**config.mk**
```make
export PLATFORM = sky130hd
export DESIGN_NAME = learning_route_forwarder
export DESIGN_NICKNAME = d
export VERILOG_FILES = /design/src/hw/rtl/lrf_pkg.sv /design/src/hw/rtl/lrf_ram.sv /design/src/hw/rtl/learning_route_forwarder.sv
export SDC_FILE = /design/constraint.sdc
export NUM_CORES = 2
export LEC_CHECK = 0
export BUFFER_PORTS_ARGS = -buffer_cell sky130_fd_sc_hd__clkbuf_2
export CAP_MARGIN = 20
export CORE_MARGIN = 2
export CORE_UTILIZATION = 57
export DETAILED_ROUTE_END_ITERATION = 10
export GPL_TIMING_DRIVEN = 0
export PLACE_DENSITY_LB_ADDON = 0.05
export SLEW_MARGIN = 5
export SYNTH_ARGS = -nofsm -noshare
export SYNTH_HDL_FRONTEND = slang
export SYNTH_SLANG_ARGS = --single-unit
```
**constraint.sdc**
```tcl
create_clock -name clock -period 5.2 [get_ports clock]
set_clock_uncertainty 0.1 [all_clocks]
set_input_delay 0.52 -clock clock [delete_from_list [all_inputs] [get_ports clock]]
set_output_delay 0.52 -clock clock [all_outputs]
set_load 0.01 [all_outputs]
```
**src/hw/rtl/lrf_pkg.sv**
```systemverilog
`timescale 1ns / 1ps
`default_nettype none
// ----------------------------------------------------------------------------
// lrf_pkg
// shared constants for the learning route forwarder
// ----------------------------------------------------------------------------
package lrf_pkg;

   localparam int LINK_W            = 6;
   localparam int DEF_TABLE_DEPTH   = 64;
   localparam int DEF_ADDR_WIDTH    = 16;
   localparam int DEF_MAX_LINKS     = 32;
   localparam logic [LINK_W-1:0] LINK_COUNT_RESET = 6'd4;

endpackage : lrf_pkg
`default_nettype wire

```
**src/hw/rtl/lrf_ram.sv**
```systemverilog
`timescale 1ns / 1ps
`default_nettype none
// ----------------------------------------------------------------------------
// lrf_ram
// generic simple dual port ram, one write port, one registered read port
// ----------------------------------------------------------------------------
module lrf_ram #(
   parameter int WIDTH = 8,
   parameter int DEPTH = 16
) (
   input  wire logic                     clock,
   input  wire logic                     wr_en,
   input  wire logic [$clog2(DEPTH)-1:0] wr_addr,
   input  wire logic [WIDTH-1:0]         wr_data,
   input  wire logic [$clog2(DEPTH)-1:0] rd_addr,
   output logic      [WIDTH-1:0]         rd_data
);

   logic [WIDTH-1:0] mem [DEPTH];
   logic [WIDTH-1:0] rd_data_ff;

   always_ff @(posedge clock) begin
      if (wr_en) begin
         mem[wr_addr] <= wr_data;
      end
      rd_data_ff <= mem[rd_addr];
   end

   assign rd_data = rd_data_ff;

endmodule : lrf_ram
`default_nettype wire

```
**src/hw/rtl/learning_route_forwarder.sv**
```systemverilog
`timescale 1ns / 1ps
`default_nettype none
// ----------------------------------------------------------------------------
// learning_route_forwarder
// forwarding step of a learning bridge with a sequentially scanned route table
// ----------------------------------------------------------------------------
// Each request transaction carries one frame header (source, destination,
// arrival link). The route table lives in one ram with a single read port; a
// small sequencer walks the learned entries one at a time and a shared compare
// unit checks every entry against the forward pair and the reverse pair in the
// same step, keeping the first hit of each. Each stored entry takes a ram read
// state, then a compare state; a decide state follows, after which the first
// response turns valid. Forwarded frames give one response; floods give one
// response per link, 1 .. link_count (zero counts as one, capped at
// MAX_LINKS), one per cycle while rsp_ready is high, with rsp_last on the
// final one. A new request is taken only after the last response of the
// previous one has been taken. The table needs no clearing pass after reset:
// only entries below the learned count are ever read. link_count is written
// through the csr channel, which is always ready; write it only while idle.
// ----------------------------------------------------------------------------
module learning_route_forwarder
   import lrf_pkg::*;
#(
   parameter int TABLE_DEPTH = DEF_TABLE_DEPTH,
   parameter int ADDR_WIDTH  = DEF_ADDR_WIDTH,
   parameter int MAX_LINKS   = DEF_MAX_LINKS
) (
   input  wire logic                  clock,
   input  wire logic                  reset,
   // configuration channel
   input  wire logic                  csr_valid,
   output logic                       csr_ready,
   input  wire logic [LINK_W-1:0]     csr_link_count,
   // request channel
   input  wire logic                  req_valid,
   output logic                       req_ready,
   input  wire logic [ADDR_WIDTH-1:0] req_src_addr,
   input  wire logic [ADDR_WIDTH-1:0] req_dst_addr,
   input  wire logic [LINK_W-1:0]     req_arrival_link,
   // response channel
   output logic                       rsp_valid,
   input  wire logic                  rsp_ready,
   output logic [LINK_W-1:0]          rsp_send_link,
   output logic                       rsp_flooding,
   output logic                       rsp_last,
   output logic                       rsp_table_full
);

   // widths derived from the parameters
   localparam int IW  = (TABLE_DEPTH > 1) ? $clog2(TABLE_DEPTH) : 1;  // entry index
   localparam int CW  = $clog2(TABLE_DEPTH + 1);                      // entry count
   localparam int LCW = $clog2(MAX_LINKS + 1);                        // flood counter

   // table word layout: {known, out_link, in_link, dst, src}
   localparam int SRC_LO   = 0;
   localparam int DST_LO   = ADDR_WIDTH;
   localparam int IN_LO    = 2 * ADDR_WIDTH;
   localparam int OUT_LO   = IN_LO + LINK_W;
   localparam int KNOWN_B  = OUT_LO + LINK_W;
   localparam int WORD_W   = KNOWN_B + 1;

   typedef enum logic [2:0] {
      ST_IDLE,
      ST_READ,
      ST_CMP,
      ST_DECIDE,
      ST_OUT
   } state_type;

   // control state
   state_type         state_ff, state_in;
   logic [CW-1:0]     count_ff, count_in;
   logic [CW-1:0]     idx_ff, idx_in;
   logic              fwd_found_ff, fwd_found_in;
   logic              rev_found_ff, rev_found_in;
   logic              rsp_valid_ff, rsp_valid_in;
   logic [LINK_W-1:0] link_count_ff, link_count_in;

   // payload state
   logic [ADDR_WIDTH-1:0] src_ff, src_in;
   logic [ADDR_WIDTH-1:0] dst_ff, dst_in;
   logic [LINK_W-1:0]     arrive_ff, arrive_in;
   logic [IW-1:0]         fidx_ff, fidx_in;
   logic [WORD_W-1:0]     fword_ff, fword_in;
   logic [LINK_W-1:0]     rev_link_ff, rev_link_in;
   logic [LCW-1:0]        flood_cnt_ff, flood_cnt_in;
   logic [LCW-1:0]        flood_n_ff, flood_n_in;
   logic [LINK_W-1:0]     send_link_ff, send_link_in;
   logic                  flooding_ff, flooding_in;
   logic                  last_ff, last_in;
   logic                  full_ff, full_in;

   // table ram
   logic              wr_en;
   logic [IW-1:0]     wr_addr;
   logic [WORD_W-1:0] wr_data;
   logic [WORD_W-1:0] rd_data;

   lrf_ram #(
      .WIDTH (WORD_W),
      .DEPTH (TABLE_DEPTH)
   ) u_table (
      .clock   (clock),
      .wr_en   (wr_en),
      .wr_addr (wr_addr),
      .wr_data (wr_data),
      .rd_addr (idx_ff[IW-1:0]),
      .rd_data (rd_data)
   );

   // fields of the entry under compare
   logic [ADDR_WIDTH-1:0] rd_src, rd_dst;
   logic [LINK_W-1:0]     rd_in_link;
   assign rd_src     = rd_data[SRC_LO +: ADDR_WIDTH];
   assign rd_dst     = rd_data[DST_LO +: ADDR_WIDTH];
   assign rd_in_link = rd_data[IN_LO +: LINK_W];

   // decision terms, valid in ST_DECIDE
   logic              tbl_full;
   logic              fwd_known;
   logic              rev_ok;
   logic [LINK_W-1:0] rev_sel;
   logic [LCW-1:0]    flood_n;
   logic [CW-1:0]     idx_next;

   assign idx_next  = idx_ff + CW'(1);
   assign tbl_full  = !fwd_found_ff && (count_ff == CW'(TABLE_DEPTH));
   assign fwd_known = fwd_found_ff && fword_ff[KNOWN_B];
   // a new pair with equal source and destination is its own reverse pair
   assign rev_ok    = rev_found_ff || (!fwd_found_ff && !tbl_full && (src_ff == dst_ff));
   assign rev_sel   = rev_found_ff ? rev_link_ff : arrive_ff;

   // flood width: zero means one link, saturate at MAX_LINKS
   always_comb begin
      if (link_count_ff == '0) begin
         flood_n = LCW'(1);
      end else if (int'(link_count_ff) > MAX_LINKS) begin
         flood_n = LCW'(MAX_LINKS);
      end else begin
         flood_n = LCW'(link_count_ff);
      end
   end

   always_comb begin
      state_in      = state_ff;
      count_in      = count_ff;
      idx_in        = idx_ff;
      fwd_found_in  = fwd_found_ff;
      rev_found_in  = rev_found_ff;
      rsp_valid_in  = rsp_valid_ff;
      link_count_in = link_count_ff;
      src_in        = src_ff;
      dst_in        = dst_ff;
      arrive_in     = arrive_ff;
      fidx_in       = fidx_ff;
      fword_in      = fword_ff;
      rev_link_in   = rev_link_ff;
      flood_cnt_in  = flood_cnt_ff;
      flood_n_in    = flood_n_ff;
      send_link_in  = send_link_ff;
      flooding_in   = flooding_ff;
      last_in       = last_ff;
      full_in       = full_ff;
      wr_en         = 1'b0;
      wr_addr       = fidx_ff;
      wr_data       = fword_ff;

      if (csr_valid) begin
         link_count_in = csr_link_count;
      end

      case (state_ff)
         ST_IDLE: begin
            if (req_valid) begin
               src_in       = req_src_addr;
               dst_in       = req_dst_addr;
               arrive_in    = req_arrival_link;
               idx_in       = '0;
               fwd_found_in = 1'b0;
               rev_found_in = 1'b0;
               state_in     = (count_ff == '0) ? ST_DECIDE : ST_READ;
            end
         end
         ST_READ: begin
            // ram address is idx_ff, data shows up next cycle
            state_in = ST_CMP;
         end
         ST_CMP: begin
            // shared compare: forward and reverse pair, first hit wins
            if (!fwd_found_ff && rd_src == src_ff && rd_dst == dst_ff) begin
               fwd_found_in = 1'b1;
               fidx_in      = idx_ff[IW-1:0];
               fword_in     = rd_data;
            end
            if (!rev_found_ff && rd_src == dst_ff && rd_dst == src_ff) begin
               rev_found_in = 1'b1;
               rev_link_in  = rd_in_link;
            end
            idx_in   = idx_next;
            state_in = (idx_next == count_ff) ? ST_DECIDE : ST_READ;
         end
         ST_DECIDE: begin
            full_in      = tbl_full;
            flood_n_in   = flood_n;
            rsp_valid_in = 1'b1;
            state_in     = ST_OUT;
            if (fwd_found_ff) begin
               // record the reverse link on a known pair without an out link
               if (!fword_ff[KNOWN_B] && rev_ok) begin
                  wr_en   = 1'b1;
                  wr_addr = fidx_ff;
                  wr_data = fword_ff;
                  wr_data[KNOWN_B]          = 1'b1;
                  wr_data[OUT_LO +: LINK_W] = rev_sel;
               end
            end else if (!tbl_full) begin
               // learn the new pair at the end of the table
               wr_en    = 1'b1;
               wr_addr  = count_ff[IW-1:0];
               wr_data  = {rev_ok, (rev_ok ? rev_sel : LINK_W'(0)), arrive_ff,
                           dst_ff, src_ff};
               count_in = count_ff + CW'(1);
            end
            if (fwd_known) begin
               send_link_in = fword_ff[OUT_LO +: LINK_W];
               flooding_in  = 1'b0;
               last_in      = 1'b1;
            end else if (rev_ok) begin
               send_link_in = rev_sel;
               flooding_in  = 1'b0;
               last_in      = 1'b1;
            end else begin
               flood_cnt_in = LCW'(1);
               send_link_in = LINK_W'(LCW'(1));
               flooding_in  = 1'b1;
               last_in      = (flood_n == LCW'(1));
            end
         end
         ST_OUT: begin
            if (rsp_ready) begin
               if (last_ff) begin
                  rsp_valid_in = 1'b0;
                  state_in     = ST_IDLE;
               end else begin
                  // next link of the flood
                  flood_cnt_in = flood_cnt_ff + LCW'(1);
                  send_link_in = LINK_W'(flood_cnt_ff + LCW'(1));
                  last_in      = ((flood_cnt_ff + LCW'(1)) == flood_n_ff);
               end
            end
         end
         default: begin
            state_in = ST_IDLE;
         end
      endcase
   end

   always_ff @(posedge clock) begin
      if (reset) begin
         state_ff      <= ST_IDLE;
         count_ff      <= '0;
         idx_ff        <= '0;
         fwd_found_ff  <= 1'b0;
         rev_found_ff  <= 1'b0;
         rsp_valid_ff  <= 1'b0;
         link_count_ff <= LINK_COUNT_RESET;
      end else begin
         state_ff      <= state_in;
         count_ff      <= count_in;
         idx_ff        <= idx_in;
         fwd_found_ff  <= fwd_found_in;
         rev_found_ff  <= rev_found_in;
         rsp_valid_ff  <= rsp_valid_in;
         link_count_ff <= link_count_in;
      end
      src_ff       <= src_in;
      dst_ff       <= dst_in;
      arrive_ff    <= arrive_in;
      fidx_ff      <= fidx_in;
      fword_ff     <= fword_in;
      rev_link_ff  <= rev_link_in;
      flood_cnt_ff <= flood_cnt_in;
      flood_n_ff   <= flood_n_in;
      send_link_ff <= send_link_in;
      flooding_ff  <= flooding_in;
      last_ff      <= last_in;
      full_ff      <= full_in;
   end

   // ports
   assign csr_ready      = 1'b1;
   assign req_ready      = (state_ff == ST_IDLE);
   assign rsp_valid      = rsp_valid_ff;
   assign rsp_send_link  = send_link_ff;
   assign rsp_flooding   = flooding_ff;
   assign rsp_last       = last_ff;
   assign rsp_table_full = full_ff;

   // one header in flight: no request taken while a response is pending
   a_one_in_flight: assert property (@(posedge clock) disable iff (reset)
      rsp_valid |-> !req_ready)
      else $error("request ready while a response is pending");

   // learned count never exceeds the table
   a_count_bound: assert property (@(posedge clock) disable iff (reset)
      count_ff <= CW'(TABLE_DEPTH))
      else $error("entry count beyond table depth");

   // the table grows by at most one entry, and only on a learn
   a_count_step: assert property (@(posedge clock) disable iff (reset)
      (count_ff != $past(count_ff)) |->
         (count_ff == $past(count_ff) + CW'(1)) && ($past(state_ff) == ST_DECIDE))
      else $error("entry count changed unexpectedly");

   // a forwarded frame gives a single response
   a_single_fwd: assert property (@(posedge clock) disable iff (reset)
      rsp_valid && !rsp_flooding |-> rsp_last)
      else $error("forwarded response without last");

endmodule : learning_route_forwarder
`default_nettype wire

```
==> reports/results.md <==
• Die Width: 459 microns
• startpoint type of the worst setup path: register
• Initial Utilization: 57.5%
• minimum clock period: 5.10 ns
• first-pass GRT wire length: 468 mm
• achievable frequency: 0.196 GHz
• buffers and inverters on the worst path: 6
• run status: finished, final reports clean
• top area cells in the synthesized netlist: edfxtp_1 (76%), mux4_2 (14%), mux2i_1 (1.7%)
• port buffer count: 57
• relative area change from synthesis to final layout: 15.8%
• clock tree from TritonCTS: yes
• register bit count reported by yosys: 3,067
• Chip Height: 459 microns
• overall die area: 0.210 sq mm
• post-synthesis instance area: 0.118 sq mm
• placeable core area: 0.205 sq mm
• area fraction in compound gates after synthesis: 2.06%
• nets@finish: 5,952
• routed vias: 59,800
• first-pass detailed-route iteration total: 6
• pin count of the biggest net entering global routing: 65
• sequential fraction of design power: 51.6%
• HPWL after DPL: 228 mm
• top cell type by total area after synthesis: edfxtp_1
• share of cell area taken by muxes after synthesis: 16.5%
• static leakage power: 41.9 nW
• sequential area share after synthesis: 77.6%
• via count of the first global-routing pass: 58,900
• type of element capturing the critical path: register
• detailed-route DRC error count: 0
• total clock buffers created by CTS: 325
• Routed wire per std cell: 38.4 microns
• initial antenna violation count: 23
• dominant combinational cell family by area after synthesis: multiplexers
• gate count after technology mapping: 5,274
• Post-Synthesis Net Count: 5,327
• Post-Route WL: 339 mm
• setup violation total in the final timing report: 0
• clock latency on the worst-skew pair: 0.96 ns
• Post-synth top flop: edfxtp_1
• area share of the largest cell type after synthesis: 76.4%
• aggregate global-route resource usage: 32.6%
• most frequent cell on the critical path: buf_2
• CP required: 5.84 ns
• startpoint of the most critical setup path: idx_ff[1]$_SDFFE_PP0P_
• cell area power density: 389 mW/mm^2
• Largest delay share family, worst path: buffers and inverters
• xor and xnor area share after synthesis: 0.773%
• placer congestion estimate: 0.937
• fin. max-slew vios: 0
• Tightest Pin Transition: 1.21 ns
• number of placement rows: 166
• Remaining Overflow, GRT: 0
• internal power: 0.0416 W
• NetSw: 0.0115 W
• share of the clock period used by the worst path: 98.1%
• Critical Path Max Stage Delay: 0.75 ns
• fraction of final layout cells with drive strength greater than 1: 27.5%
• CTS H-Tree Depth: 5
• endpoint arrival time on the critical path: 5.74 ns
• Synth Warn #: 0
• fraction of power consumed by the clock network: 41.4%
• ANT nets after route: 0
• count of clock tree sinks: 3,067
• synthesized-area fraction occupied by and/or/nand/nor cells: 1.84%
• Total Negative Setup Slacks: 0 ns
• Syn Area/Cell: 22.3 sq um
• launch point of the worst hold path: req_dst_addr[6]
• initial detailed-routing violation count: 8,966
• critical register-to-register path startpoint: idx_ff[1]$_SDFFE_PP0P_
• number of distinct library cell variants in the gate-level netlist after synthesis: 57
• worst min-delay path class: in2reg
• Post-synth EDFFs: 2,996
• Post-Route Hold Slack: 0.177 ns
• I/O pin cnt: 61
• Final Hold Vio Count: 0
• via density per instance: 6.78
• number of maximum-capacitance constraint violations: 0
• cell chain of the critical path: buf_2, buf_2, buf_4, buf_4, buf_2, buf_2, mux2i_1, o21ai_0, nand2_1, nor2_1
• Rel. slew slack: 19.2%
• Max Fanout on Critical Path: 10
• Layout fillers: 13,100
• async set or reset register ratio after synthesis: 0%
• setup repair after global routing missed its margin: no
• Worst IR Drop VDD: 0.385 mV
• leading cell types in the layout, fill and taps excluded: edfxtp_1 (2,996), mux4_2 (747), clkbuf_16 (333)
• post-synthesis share of cell area spent on full adders, half adders and majority gates: 0.0425%
• Critical-path top delay cell: nor2_1
• CTS Root Cell: clkbuf_16
• clock-pin slew on the worst setup and hold paths: 0.07 ns
• CTS max path bufs: 4
• leading cell type in the layout, fill and taps excluded: edfxtp_1
• worst setup path category: reg2reg
• share of power burned in combinational logic: 7.0%
• Switching Share: 21.7%
==> cell usage after synthesis, types with 2 or more instances <==
library cell / n
clkbuf_1: 126
nor3_1: 59
or3_1: 6
a211oi_1: 39
nand3b_1: 5
nor2b_1: 77
nand4_1: 14
buf_4: 31
a21oi_1: 68
buf_2: 100
o31ai_1: 3
edfxtp_1: 2996
o21a_1: 4
mux2i_1: 204
buf_1: 16
mux4_2: 747
o211ai_1: 26
and3_1: 6
nor2_1: 130
a31oi_1: 15
or3b_2: 2
buf_6: 12
ha_1: 4
xnor2_1: 39
o21ai_1: 12
nand2b_1: 11
nand3_1: 26
nor4_1: 17
dfxtp_1: 71
a221oi_1: 3
a22o_1: 3
o22ai_1: 7
and2_1: 8
a22oi_1: 129
nand2_1: 74
mux2_2: 47
a41oi_1: 2
o21ai_0: 45
xor2_1: 65
inv_1: 8
==> what timing repair did <==
item,CTS,global route
buffers inserted,0,0
hold buffers,53,0
endpoints found under the hold margin,49,0
gates resized for setup,0,0
==> routing by layer <==
metal / routed length [microns] / GRT usage, %
met1: 130000 / 46.5
met2: 158000 / 49.6
met3: 34300 / 7.24
met4: 15800 / 13.4
met5: 30 / 0
==> power by group through the flow <==
stage | logic, W | clock network, W | registers [W]
after floorplan | 0.00239 | 0 | 0.0278
final | 0.00372 | 0.0220 | 0.0274
after global routing | 0.00391 | 0.0232 | 0.0274
after CTS | 0.00374 | 0.0222 | 0.0274
after detailed placement | 0.00370 | 0 | 0.0279
after global placement | 0.00355 | 0 | 0.0279
==> worst paths after layout <==
| check | to | slack (ns) | cells past startpoint |
|---|---|---|---|
| setup / recovery | u_table.rd_data[4]$_DFF_P_ | 0.10 | 10 |
| hold / removal | dst_ff[6]$_DFFE_PP_ | 0.18 | 2 |
| setup reg to reg | u_table.rd_data[4]$_DFF_P_ | 0.10 | 10 |
| hold reg to reg | fword_ff[40]$_DFFE_PP_ | 0.31 | 0 |
==> state kept, by name, indices dropped and copies added, names as in the netlist, 6 cells and up <==
register / flops
flood_cnt_ff: 6
u_table.rd_data: 45
rsp_send_link: 6
dst_ff: 16
fidx_ff: 6
count_ff: 7
fword_ff: 45
rev_link_ff: 6
idx_ff: 7
arrive_ff: 6
u_table.mem: 2880
flood_n_ff: 6
link_count_ff: 6
src_ff: 16
==> kinds of logic (layout without fill, tap and decap cells) <==
| family | Yosys count | in the layout |
|---|---|---|
| other cells | 1 | 9 |
| simple gates | 440 | 440 |
| flops | 3067 | 3067 |
| xor+xnor | 104 | 104 |
| compound gates | 365 | 365 |
| buf+inv | 295 | 1153 |
| mux | 998 | 998 |
| fa+ha+maj | 4 | 4 |
==> through the flow <==
stage | util (%) | power (W) | worst slack (ns) | instance area, sq um | cells
3_5_place_dp | 61.4 | 0.0316 | 0.337 | 126000 | 8198
2_1_floorplan | - | 0.0302 | 0.188 | 118000 | 5274
4_1_cts | 66.5 | 0.0533 | 0.333 | 136000 | 8811
3_3_place_gp | 59.2 | 0.0315 | -5.15 | 121000 | 8019
6_report | 66.6 | 0.0531 | 0.100 | 136000 | 8828
5_1_grt | 66.5 | 0.0544 | 0.144 | 136000 | 8824
==> area by class of cell <==
type	count	area (sq um)	area share, %
repair buffers	298	4740	3.47
flip-flops and latches	3067	91400	67.0
clock inverters	138	1140	0.836
clock buffers	422	8770	6.43
multi-input cells	1912	25600	18.7
diodes	8	20.0	0.0147
well taps	2688	3360	2.47
inverters	9	33.8	0.0248
plain buffers	286	1410	1.03
Note: power is estimated with default switching activity, not from simulation.
